### config.mk
export PLATFORM = sky130hd
export DESIGN_NAME = form_field_extract_url_decode
export DESIGN_NICKNAME = d
export VERILOG_FILES = /design/src/design/ffeud_pkg.sv /design/src/design/ffeud_core.sv /design/src/design/ffeud_outq.sv /design/src/design/form_field_extract_url_decode.sv
export SDC_FILE = /design/constraint.sdc
export NUM_CORES = 1
export LEC_CHECK = 0
export BUFFER_PORTS_ARGS = -buffer_cell sky130_fd_sc_hd__buf_2
export CAP_MARGIN = 25
export CORE_ASPECT_RATIO = 0.75
export CORE_MARGIN = 2
export CORE_UTILIZATION = 55
export DETAILED_ROUTE_END_ITERATION = 16
export PLACE_DENSITY = 0.73
export RECOVER_POWER = 25
export SKIP_LAST_GASP = 1
export SLEW_MARGIN = 20
export SYNTH_ARGS = -nofsm -noshare
export SYNTH_HDL_FRONTEND = slang
export SYNTH_HIERARCHICAL = 1
export SYNTH_SLANG_ARGS = --single-unit
### constraint.sdc
create_clock -name i_clk -period 9.63 [get_ports i_clk]
set_input_delay 0.963 -clock i_clk [delete_from_list [all_inputs] [get_ports i_clk]]
set_output_delay 0.963 -clock i_clk [all_outputs]
set_load 0.02 [all_outputs]
### src/design/ffeud_pkg.sv
// shared types, codes and helper functions of the form field extractor
// no dependencies
package ffeud_pkg;

    localparam int KEY_BYTES_DEF = 16;
    localparam int RUN_MAX       = 3;

    localparam logic [7:0] CH_PERCENT = 8'h25;
    localparam logic [7:0] CH_PLUS    = 8'h2b;
    localparam logic [7:0] CH_AMP     = 8'h26;
    localparam logic [7:0] CH_EQUAL   = 8'h3d;
    localparam logic [7:0] CH_SPACE   = 8'h20;

    localparam logic [2:0] REG_KEY_LOW   = 3'd0;
    localparam logic [2:0] REG_KEY_HIGH  = 3'd1;
    localparam logic [2:0] REG_KEY_LEN   = 3'd2;
    localparam logic [2:0] REG_VAL_LIMIT = 3'd3;

    localparam logic [7:0] VAL_LIMIT_RST = 8'd32;

    typedef enum logic [1:0] {
        MODE_KEY   = 2'd0,
        MODE_SKIP  = 2'd1,
        MODE_VALUE = 2'd2,
        MODE_DONE  = 2'd3
    } t_mode;

    typedef enum logic [1:0] {
        KIND_BYTE   = 2'd0,
        KIND_FOUND  = 2'd1,
        KIND_ABSENT = 2'd2
    } t_kind;

    typedef enum logic [1:0] {
        ESC_NONE = 2'd0,
        ESC_PCT  = 2'd1,
        ESC_HEX1 = 2'd2
    } t_esc;

    typedef struct packed {
        t_kind      kind;
        logic [7:0] vbyte;
        logic [7:0] vlen;
    } t_result;

    // results of one body byte, handed from the step logic to the output queue
    typedef struct packed {
        logic [1:0]            n;
        t_result [RUN_MAX-1:0] res;
    } t_run;

    // working copy of the value-side state while one byte is processed
    typedef struct packed {
        t_mode      mode;
        t_esc       esc;
        logic [7:0] cnt;
        t_run       run;
    } t_work;

    // {valid, nibble}
    function automatic logic [4:0] f_hex(input logic [7:0] c);
        logic [4:0] h;
        h = 5'd0;
        if (c inside {[8'h30:8'h39]}) begin
            h = {1'b1, 4'(c - 8'h30)};
        end else if (c inside {[8'h61:8'h66]}) begin
            h = {1'b1, 4'(c - 8'h57)};
        end else if (c inside {[8'h41:8'h46]}) begin
            h = {1'b1, 4'(c - 8'h37)};
        end
        return h;
    endfunction

    function automatic t_work f_push(input t_work w, input t_kind k,
                                     input logic [7:0] b, input logic [7:0] l);
        t_work r;
        r = w;
        if (r.run.n != 2'd3) begin
            r.run.res[r.run.n].kind  = k;
            r.run.res[r.run.n].vbyte = b;
            r.run.res[r.run.n].vlen  = l;
            r.run.n = r.run.n + 2'd1;
        end
        return r;
    endfunction

    function automatic t_work f_finish(input t_work w);
        t_work r;
        r = f_push(w, KIND_FOUND, 8'd0, w.cnt);
        r.mode = MODE_DONE;
        r.esc  = ESC_NONE;
        return r;
    endfunction

    function automatic t_work f_emit(input t_work w, input logic [7:0] b,
                                     input logic [7:0] limit);
        t_work r;
        r = f_push(w, KIND_BYTE, b, 8'd0);
        r.cnt = r.cnt + 8'd1;
        if (r.cnt >= limit) begin
            r = f_finish(r);
        end
        return r;
    endfunction

    // value byte with no escape pending
    function automatic t_work f_plain(input t_work w, input logic [7:0] c,
                                      input logic [7:0] limit);
        t_work r;
        r = w;
        if (c == 8'd0 || c == CH_AMP) begin
            r = f_finish(r);
        end else if (c == CH_PERCENT) begin
            r.esc = ESC_PCT;
        end else if (c == CH_PLUS) begin
            r = f_emit(r, CH_SPACE, limit);
        end else begin
            r = f_emit(r, c, limit);
        end
        return r;
    endfunction

endpackage

### src/design/ffeud_core.sv
// parse state registers and the per-byte step logic of the form field extractor
// depends on ffeud_pkg
module ffeud_core #(
    parameter int KEY_BYTES = ffeud_pkg::KEY_BYTES_DEF
) (
    input  logic                   i_clk,
    input  logic                   i_rst_n,
    input  logic                   i_fire,
    input  logic [7:0]             i_byte,
    input  logic                   i_eob,
    input  logic [KEY_BYTES*8-1:0] i_key,
    input  logic [4:0]             i_key_len,
    input  logic [7:0]             i_limit,
    output ffeud_pkg::t_run        o_run
);

    ffeud_pkg::t_mode r_mode;
    ffeud_pkg::t_esc  r_esc;
    logic [4:0]       r_kpos;
    logic             r_keq;
    logic [7:0]       r_fhc;
    logic [7:0]       r_cnt;

    ffeud_pkg::t_work w;
    logic [4:0]       n_kpos;
    logic             n_keq;
    logic [7:0]       n_fhc;
    logic [4:0]       klen;
    logic [7:0]       ksel;
    logic [4:0]       hc;
    logic [4:0]       hf;

    assign klen = (i_key_len > 5'(KEY_BYTES)) ? 5'(KEY_BYTES) : i_key_len;
    assign hc   = ffeud_pkg::f_hex(i_byte);
    assign hf   = ffeud_pkg::f_hex(r_fhc);

    always_comb begin
        ksel = 8'd0;
        for (int j = 0; j < KEY_BYTES; j++) begin
            if (r_kpos == 5'(j)) begin
                ksel = i_key[8*j +: 8];
            end
        end
    end

    // next state and the results of this byte
    always_comb begin
        w        = '0;
        w.mode   = r_mode;
        w.esc    = r_esc;
        w.cnt    = r_cnt;
        n_kpos   = r_kpos;
        n_keq    = r_keq;
        n_fhc    = r_fhc;
        case (r_mode)
            ffeud_pkg::MODE_KEY: begin
                if (i_byte == 8'd0) begin
                    w = ffeud_pkg::f_push(w, ffeud_pkg::KIND_ABSENT, 8'd0, 8'd0);
                    w.mode = ffeud_pkg::MODE_DONE;
                end else if (i_byte == ffeud_pkg::CH_EQUAL) begin
                    if (r_keq && r_kpos == klen) begin
                        w.mode = ffeud_pkg::MODE_VALUE;
                        w.cnt  = 8'd0;
                        w.esc  = ffeud_pkg::ESC_NONE;
                        if (i_limit == 8'd0) begin
                            w = ffeud_pkg::f_finish(w);
                        end
                    end else begin
                        w.mode = ffeud_pkg::MODE_SKIP;
                    end
                end else begin
                    if (r_kpos >= klen || ksel != i_byte) begin
                        n_keq = 1'b0;
                    end
                    if (r_kpos < 5'd31) begin
                        n_kpos = r_kpos + 5'd1;
                    end
                end
            end
            ffeud_pkg::MODE_SKIP: begin
                if (i_byte == 8'd0) begin
                    w = ffeud_pkg::f_push(w, ffeud_pkg::KIND_ABSENT, 8'd0, 8'd0);
                    w.mode = ffeud_pkg::MODE_DONE;
                end else if (i_byte == ffeud_pkg::CH_AMP) begin
                    w.mode = ffeud_pkg::MODE_KEY;
                    n_kpos = 5'd0;
                    n_keq  = 1'b1;
                end
            end
            ffeud_pkg::MODE_VALUE: begin
                case (r_esc)
                    ffeud_pkg::ESC_NONE: begin
                        w = ffeud_pkg::f_plain(w, i_byte, i_limit);
                    end
                    ffeud_pkg::ESC_PCT: begin
                        if (hc[4]) begin
                            n_fhc = i_byte;
                            w.esc = ffeud_pkg::ESC_HEX1;
                        end else begin
                            w.esc = ffeud_pkg::ESC_NONE;
                            w = ffeud_pkg::f_emit(w, ffeud_pkg::CH_PERCENT, i_limit);
                            if (w.mode == ffeud_pkg::MODE_VALUE) begin
                                w = ffeud_pkg::f_plain(w, i_byte, i_limit);
                            end
                        end
                    end
                    default: begin
                        w.esc = ffeud_pkg::ESC_NONE;
                        if (hf[4] && hc[4]) begin
                            w = ffeud_pkg::f_emit(w, {hf[3:0], hc[3:0]}, i_limit);
                        end else begin
                            w = ffeud_pkg::f_emit(w, ffeud_pkg::CH_PERCENT, i_limit);
                            if (w.mode == ffeud_pkg::MODE_VALUE) begin
                                w = ffeud_pkg::f_emit(w, r_fhc, i_limit);
                            end
                            if (w.mode == ffeud_pkg::MODE_VALUE) begin
                                // at end of body the stray byte is dropped
                                if (i_eob && i_byte != 8'd0 && i_byte != ffeud_pkg::CH_AMP) begin
                                    w = ffeud_pkg::f_finish(w);
                                end else begin
                                    w = ffeud_pkg::f_plain(w, i_byte, i_limit);
                                end
                            end
                        end
                    end
                endcase
            end
            default: begin
            end
        endcase

        if (i_eob) begin
            if (w.mode == ffeud_pkg::MODE_KEY || w.mode == ffeud_pkg::MODE_SKIP) begin
                w = ffeud_pkg::f_push(w, ffeud_pkg::KIND_ABSENT, 8'd0, 8'd0);
            end else if (w.mode == ffeud_pkg::MODE_VALUE) begin
                // flush a pending escape as literal bytes
                if (w.esc != ffeud_pkg::ESC_NONE) begin
                    w = ffeud_pkg::f_emit(w, ffeud_pkg::CH_PERCENT, i_limit);
                    if (w.mode == ffeud_pkg::MODE_VALUE && w.esc == ffeud_pkg::ESC_HEX1) begin
                        w = ffeud_pkg::f_emit(w, n_fhc, i_limit);
                    end
                end
                if (w.mode == ffeud_pkg::MODE_VALUE) begin
                    w = ffeud_pkg::f_finish(w);
                end
            end
            w.mode = ffeud_pkg::MODE_KEY;
            w.esc  = ffeud_pkg::ESC_NONE;
            w.cnt  = 8'd0;
            n_kpos = 5'd0;
            n_keq  = 1'b1;
            n_fhc  = 8'd0;
        end
    end

    assign o_run = w.run;

    always_ff @(posedge i_clk) begin
        if (!i_rst_n) begin
            r_mode <= ffeud_pkg::MODE_KEY;
            r_esc  <= ffeud_pkg::ESC_NONE;
            r_kpos <= 5'd0;
            r_keq  <= 1'b1;
            r_fhc  <= 8'd0;
            r_cnt  <= 8'd0;
        end else if (i_fire) begin
            r_mode <= w.mode;
            r_esc  <= w.esc;
            r_kpos <= n_kpos;
            r_keq  <= n_keq;
            r_fhc  <= n_fhc;
            r_cnt  <= w.cnt;
        end
    end

endmodule

### src/design/ffeud_outq.sv
// result register of the form field extractor: holds up to three results
// of a body byte and hands them out one transfer at a time; depends on ffeud_pkg
module ffeud_outq (
    input  logic            i_clk,
    input  logic            i_rst_n,
    input  logic            i_load,
    input  ffeud_pkg::t_run i_run,
    output logic            o_free,
    output logic            o_valid,
    input  logic            i_ready,
    output ffeud_pkg::t_result o_res,
    output logic            o_last
);

    logic [1:0]                             r_left;
    logic [1:0]                             r_idx;
    ffeud_pkg::t_result [ffeud_pkg::RUN_MAX-1:0] r_res;
    logic                                   pop;

    assign o_valid = (r_left != 2'd0);
    assign pop     = o_valid && i_ready;
    assign o_free  = (r_left == 2'd0) || (r_left == 2'd1 && pop);
    assign o_res   = r_res[r_idx];
    assign o_last  = (r_left == 2'd1);

    always_ff @(posedge i_clk) begin
        if (!i_rst_n) begin
            r_left <= 2'd0;
            r_idx  <= 2'd0;
        end else if (i_load) begin
            r_left <= i_run.n;
            r_idx  <= 2'd0;
        end else if (pop) begin
            r_left <= r_left - 2'd1;
            r_idx  <= r_idx + 2'd1;
        end
    end

    always_ff @(posedge i_clk) begin
        if (i_load) begin
            r_res <= i_run.res;
        end
    end

endmodule

### src/design/form_field_extract_url_decode.sv
// path: an input transfer passes the input register, then the result register,
// before its first result transfer
// throughput: one body byte per cycle while the output is ready; a byte with two
// or three results holds the input register while the result register drains
// reset: synchronous, active low; clears parse state, queue and key; limit to 32
module form_field_extract_url_decode #(
    parameter int KEY_BYTES = ffeud_pkg::KEY_BYTES_DEF
) (
    input  logic        i_clk,
    input  logic        i_rst_n,
    input  logic        i_s_tvalid,
    output logic        o_s_tready,
    input  logic [7:0]  i_s_tdata,   // body_byte
    input  logic        i_s_tlast,   // end_of_body
    output logic        o_m_tvalid,
    input  logic        i_m_tready,
    output logic [15:0] o_m_tdata,   // value_byte [7:0], value_length [15:8]
    output logic [1:0]  o_m_tuser,   // result_kind
    output logic        o_m_tlast,   // last_of_run
    input  logic        i_cfg_valid,
    output logic        o_cfg_ready,
    input  logic [2:0]  i_cfg_index,
    input  logic [63:0] i_cfg_data
);

    logic                   r_in_valid;
    logic [7:0]             r_in_byte;
    logic                   r_in_eob;
    logic [KEY_BYTES*8-1:0] r_key;
    logic [4:0]             r_key_len;
    logic [7:0]             r_limit;

    logic                   fire;
    logic                   q_free;
    logic                   cfg_we;
    ffeud_pkg::t_run        run;
    ffeud_pkg::t_result     res;

    assign fire        = r_in_valid && q_free;
    assign o_s_tready  = !r_in_valid || fire;
    assign o_cfg_ready = 1'b1;
    assign cfg_we      = i_cfg_valid && o_cfg_ready;

    always_ff @(posedge i_clk) begin
        if (!i_rst_n) begin
            r_in_valid <= 1'b0;
        end else if (o_s_tready) begin
            r_in_valid <= i_s_tvalid;
        end
    end

    always_ff @(posedge i_clk) begin
        if (i_s_tvalid && o_s_tready) begin
            r_in_byte <= i_s_tdata;
            r_in_eob  <= i_s_tlast;
        end
    end

    always_ff @(posedge i_clk) begin
        if (!i_rst_n) begin
            r_key     <= '0;
            r_key_len <= 5'd0;
            r_limit   <= ffeud_pkg::VAL_LIMIT_RST;
        end else if (cfg_we) begin
            for (int j = 0; j < KEY_BYTES; j++) begin
                if (j < 8 && i_cfg_index == ffeud_pkg::REG_KEY_LOW) begin
                    r_key[8*j +: 8] <= i_cfg_data[8*(j & 7) +: 8];
                end
                if (j >= 8 && i_cfg_index == ffeud_pkg::REG_KEY_HIGH) begin
                    r_key[8*j +: 8] <= i_cfg_data[8*(j & 7) +: 8];
                end
            end
            if (i_cfg_index == ffeud_pkg::REG_KEY_LEN) begin
                r_key_len <= i_cfg_data[4:0];
            end
            if (i_cfg_index == ffeud_pkg::REG_VAL_LIMIT) begin
                r_limit <= i_cfg_data[7:0];
            end
        end
    end

    ffeud_core #(
        .KEY_BYTES (KEY_BYTES)
    ) u_core (
        .i_clk     (i_clk),
        .i_rst_n   (i_rst_n),
        .i_fire    (fire),
        .i_byte    (r_in_byte),
        .i_eob     (r_in_eob),
        .i_key     (r_key),
        .i_key_len (r_key_len),
        .i_limit   (r_limit),
        .o_run     (run)
    );

    ffeud_outq u_outq (
        .i_clk   (i_clk),
        .i_rst_n (i_rst_n),
        .i_load  (fire),
        .i_run   (run),
        .o_free  (q_free),
        .o_valid (o_m_tvalid),
        .i_ready (i_m_tready),
        .o_res   (res),
        .o_last  (o_m_tlast)
    );

    assign o_m_tdata = {res.vlen, res.vbyte};
    assign o_m_tuser = res.kind;

endmodule

==> summary.txt <==
Worst setup path
  • Critical R2R Launch: u_core/r_cnt[0]
  • Crit path launch type: flip-flop
  • Crit-path max FO: 12
  • WS Path Type: flip-flop to flip-flop
  • CP max stage cell: dfxtp_1
  • Worst reg2reg path endpoint: u_outq/r_left[0]
  • CP Capture Type: flip-flop
  • Worst reg-to-reg setup slack: 0.86 ns
  • Critical Path Max Stage Delay: 0.70 ns
  • Crit path arrival time: slightly above 9 ns
  • Worst Path Required: 10.10 ns
  • Worst-case reg-to-reg path depth: 33

Power and ir drop
  • Pleak: slightly above 7 nW
  • Worst IR drop on VDD: about 130 µV
  • Total power after layout: roughly 2.4 mW
  • Power Dens Cells: roughly 130 mW/mm²

Synthesis
  • Yosys warns: 6
  • Top cells by area, synth: dfxtp_1, edfxtp_1, mux2i_1, nand2_1, ha_1
  • Most frequent cells after synthesis: nand2_1, dfxtp_1, mux2i_1
  • Most common cell in the netlist: nand2_1
  • Post-Syn Area: roughly 0.017 mm²
  • Primary FF master, synth: dfxtp_1
  • Leading area contributor after synthesis: dfxtp_1
  • Unique masters post-synth: 120
  • Avg Inst Size Synth: ~8.4 µm²
  • #FFs+latches synth: between 200 and 250
  • Async S/R FF share, synth: 0
  • Post-Synthesis Cells: approximately 2,000
  • EDFF count, synth: 63
  • Post-synth top area share: 0.2003
  • Post-synthesis sequential area ratio: 0.3103

Timing
  • Tcrit/Tclk final: 0.9105
  • Worst-case clock skew: 0.02567 ns
  • Slew Limit Fails: 303
  • PnR worst setup slack: 0.8621 ns
  • Relative slew slack: -1.346
  • Setup TNS: 0 ns
  • RSZ-0062 raised after global routing: no
  • Finish-stage setup viols: 0
  • Worst Tran Pin Value: 3.518 ns
  • Tmin final: slightly below 9 ns
  • Hold Vio Cnt, Final: 0
  • Highest clock rate: about 0.11 GHz

Final layout
  • Final net count: about 2,300
  • Register area: ~0.0053 mm²
  • Area of the multi-input gates: between 0.01 and 0.015 mm²
  • Synth-to-layout area growth: 8.340%
  • Ant diodes: 0
  • Layout Utilization: 0.6001
  • Layout cells sized above 1: 0.1550
  • Fill count: ~2,800

Clock network
  • Post-CTS setup buffers: 0
  • CTS root buffer: clkbuf_16
  • TritonCTS Buffers: 25
  • Longest Clk Path Bufs: 3
  • # H-tree levels: 1
  • Hold-fix buffers, CTS: 0
  • Clock edge transition at the registers on the reported setup and hold paths: approximately 0.070 ns
  • Post-CTS Resized: 0
  • Sink Count: around 240
  • Worst skew pair latency: 0.56 ns
  • CTS tree: built

Floorplan
  • Io pins: about 100
  • Initial Util: 0.5539
  • Die Y: between 150 and 200 µm
  • Die area: 0.03271 mm²
  • Die width: 208.2 µm
  • Site Rows: 56
  • CORE AREA: between 0.03 and 0.04 mm²

Routing
  • Routed vias: 16,710
  • First-pass DRT Iterations: 7
  • Drt via density: 6.609
  • DRT antenna net count: 0
  • Initial DRC count: roughly 2,600
  • Drt wl/cell: roughly 26 µm
  • Routed WL: about 65,000 µm
  • Post-route DRC: 0

GRT
  • Vias in the first global route: 15,160
  • Largest net degree at the start of global routing: 88
  • Remaining global-route overflow: 0
  • Initial antenna violation count: 3
  • Wire length of the first global-routing pass: around 96,000 µm
  • Overall routing resource usage: 0.3912

Place
  • Pre-CTS setup slack: around 1.3 ns
  • GP Congestion: around 1.1
  • Count of input and output buffers: 101
  • Post-DP HPWL: roughly 50,000 µm

Min path
  • Hold_sp: r_key[3]
  • Worst Hold Class: flip-flop to flip-flop
  • Hold path endpoint: r_key[3]
  • Hold path cells: 2

Outcome
  • Status: finished, violations left
  • Violated checks: max-capacitance violations, max-slew violations

Job
  • Max_cap viols: 5
[kinds of logic (layout without fill, tap and decap cells)]
| group | after synthesis | after routing | synth area share |
|---|---|---|---|
| AO/OA/AOI/OAI | 499 | 499 | 0.2090 |
| XOR/XNOR | 62 | 62 | 0.03529 |
| adder cells (fa/ha/maj) | 67 | 67 | 0.04876 |
| buffers and inverters | 246 | 309 | 0.07954 |
| flip-flops | 235 | 235 | 0.3103 |
| multiplexers | 168 | 168 | 0.09780 |
| other | 2 | 3 | 0.0004368 |
| AND/OR/NAND/NOR | 780 | 780 | 0.2189 |
[sequential cells by signal, summed over array words and instances, names as in the netlist]
signal and flops:
r_key 128, u_outq/r_res 54, r_in_byte 8, r_limit 8, u_core/r_cnt 8, u_core/r_fhc 8, r_key_len 5, u_core/r_kpos 5
u_core/r_esc 2, u_core/r_mode 2, u_outq/r_idx 2, u_outq/r_left 2, r_in_eob 1, r_in_valid 1, u_core/r_keq 1
[how the worst max path moves through the flow]
stage | cells past startpoint | end | start
global route | 37 | u_outq/r_left[0] | u_core/r_cnt[0]
floorplan | 36 | u_outq/r_res[41] | u_core/r_cnt[1]
detailed placement | 33 | u_outq/r_left[0] | u_core/r_cnt[0]
CTS | 33 | u_outq/r_left[0] | u_core/r_cnt[0]
finish | 33 | u_outq/r_left[0] | u_core/r_cnt[0]
global placement | 30 | u_outq/r_res[41] | u_core/r_cnt[0]
[power by group]
group	switching (mW)	total, mW	internal (mW)
clock	0.420	0.930	0.511
combinational	0.225	0.341	0.115
sequential	0.0389	1.10	1.06
[per-layer routing]
metal / wire (µm) / track usage / vias up
met5: 26 / 0 / -
met3: 9843 / 0.1331 / 123
met2: 24640 / 0.5248 / 1106
met1: 29390 / 0.5956 / 8005
met4: 1336 / 0.07674 / 4
li1: - / - / 7475
[critical path: cells and delay by family (launching register included)]
family                   cells  cell delay [ns]
AND/OR/NAND/NOR             10             2.64
buffers and inverters        7             1.02
flip-flops                   1             0.70
AO/OA/AOI/OAI               12             3.13
adder cells (fa/ha/maj)      4             1.18
[stage by stage]
stage,area [µm²],cells,hold slack [ns]
global route,18630,2529,0.4689
CTS,18660,2527,0.4581
detailed placement,17890,2482,0.4496
global placement,17870,2481,0.4426
finish,18630,2529,0.4580
floorplan,17200,2060,0.4302
[cell type report]
type	count	area share
Multi-Input combinational cell	1579	0.5645
Inverter	57	0.01149
Timing Repair Buffer	207	0.06912
Sequential cell	235	0.2864
Tap cell	406	0.02727
Clock inverter	12	0.003829
Clock buffer	33	0.03741
[cells in the final DEF, fill, tap and decap left out, types with 52 or more instances in the layout]
master	n
nand2_1	333
dfxtp_1	172
mux2i_1	168
nor2_1	141
a21oi_1	108
buf_4	100
buf_2	99
o21ai_0	75
ha_1	67
edfxtp_1	63
inv_1	52
Power figures use the tool's default switching activity.
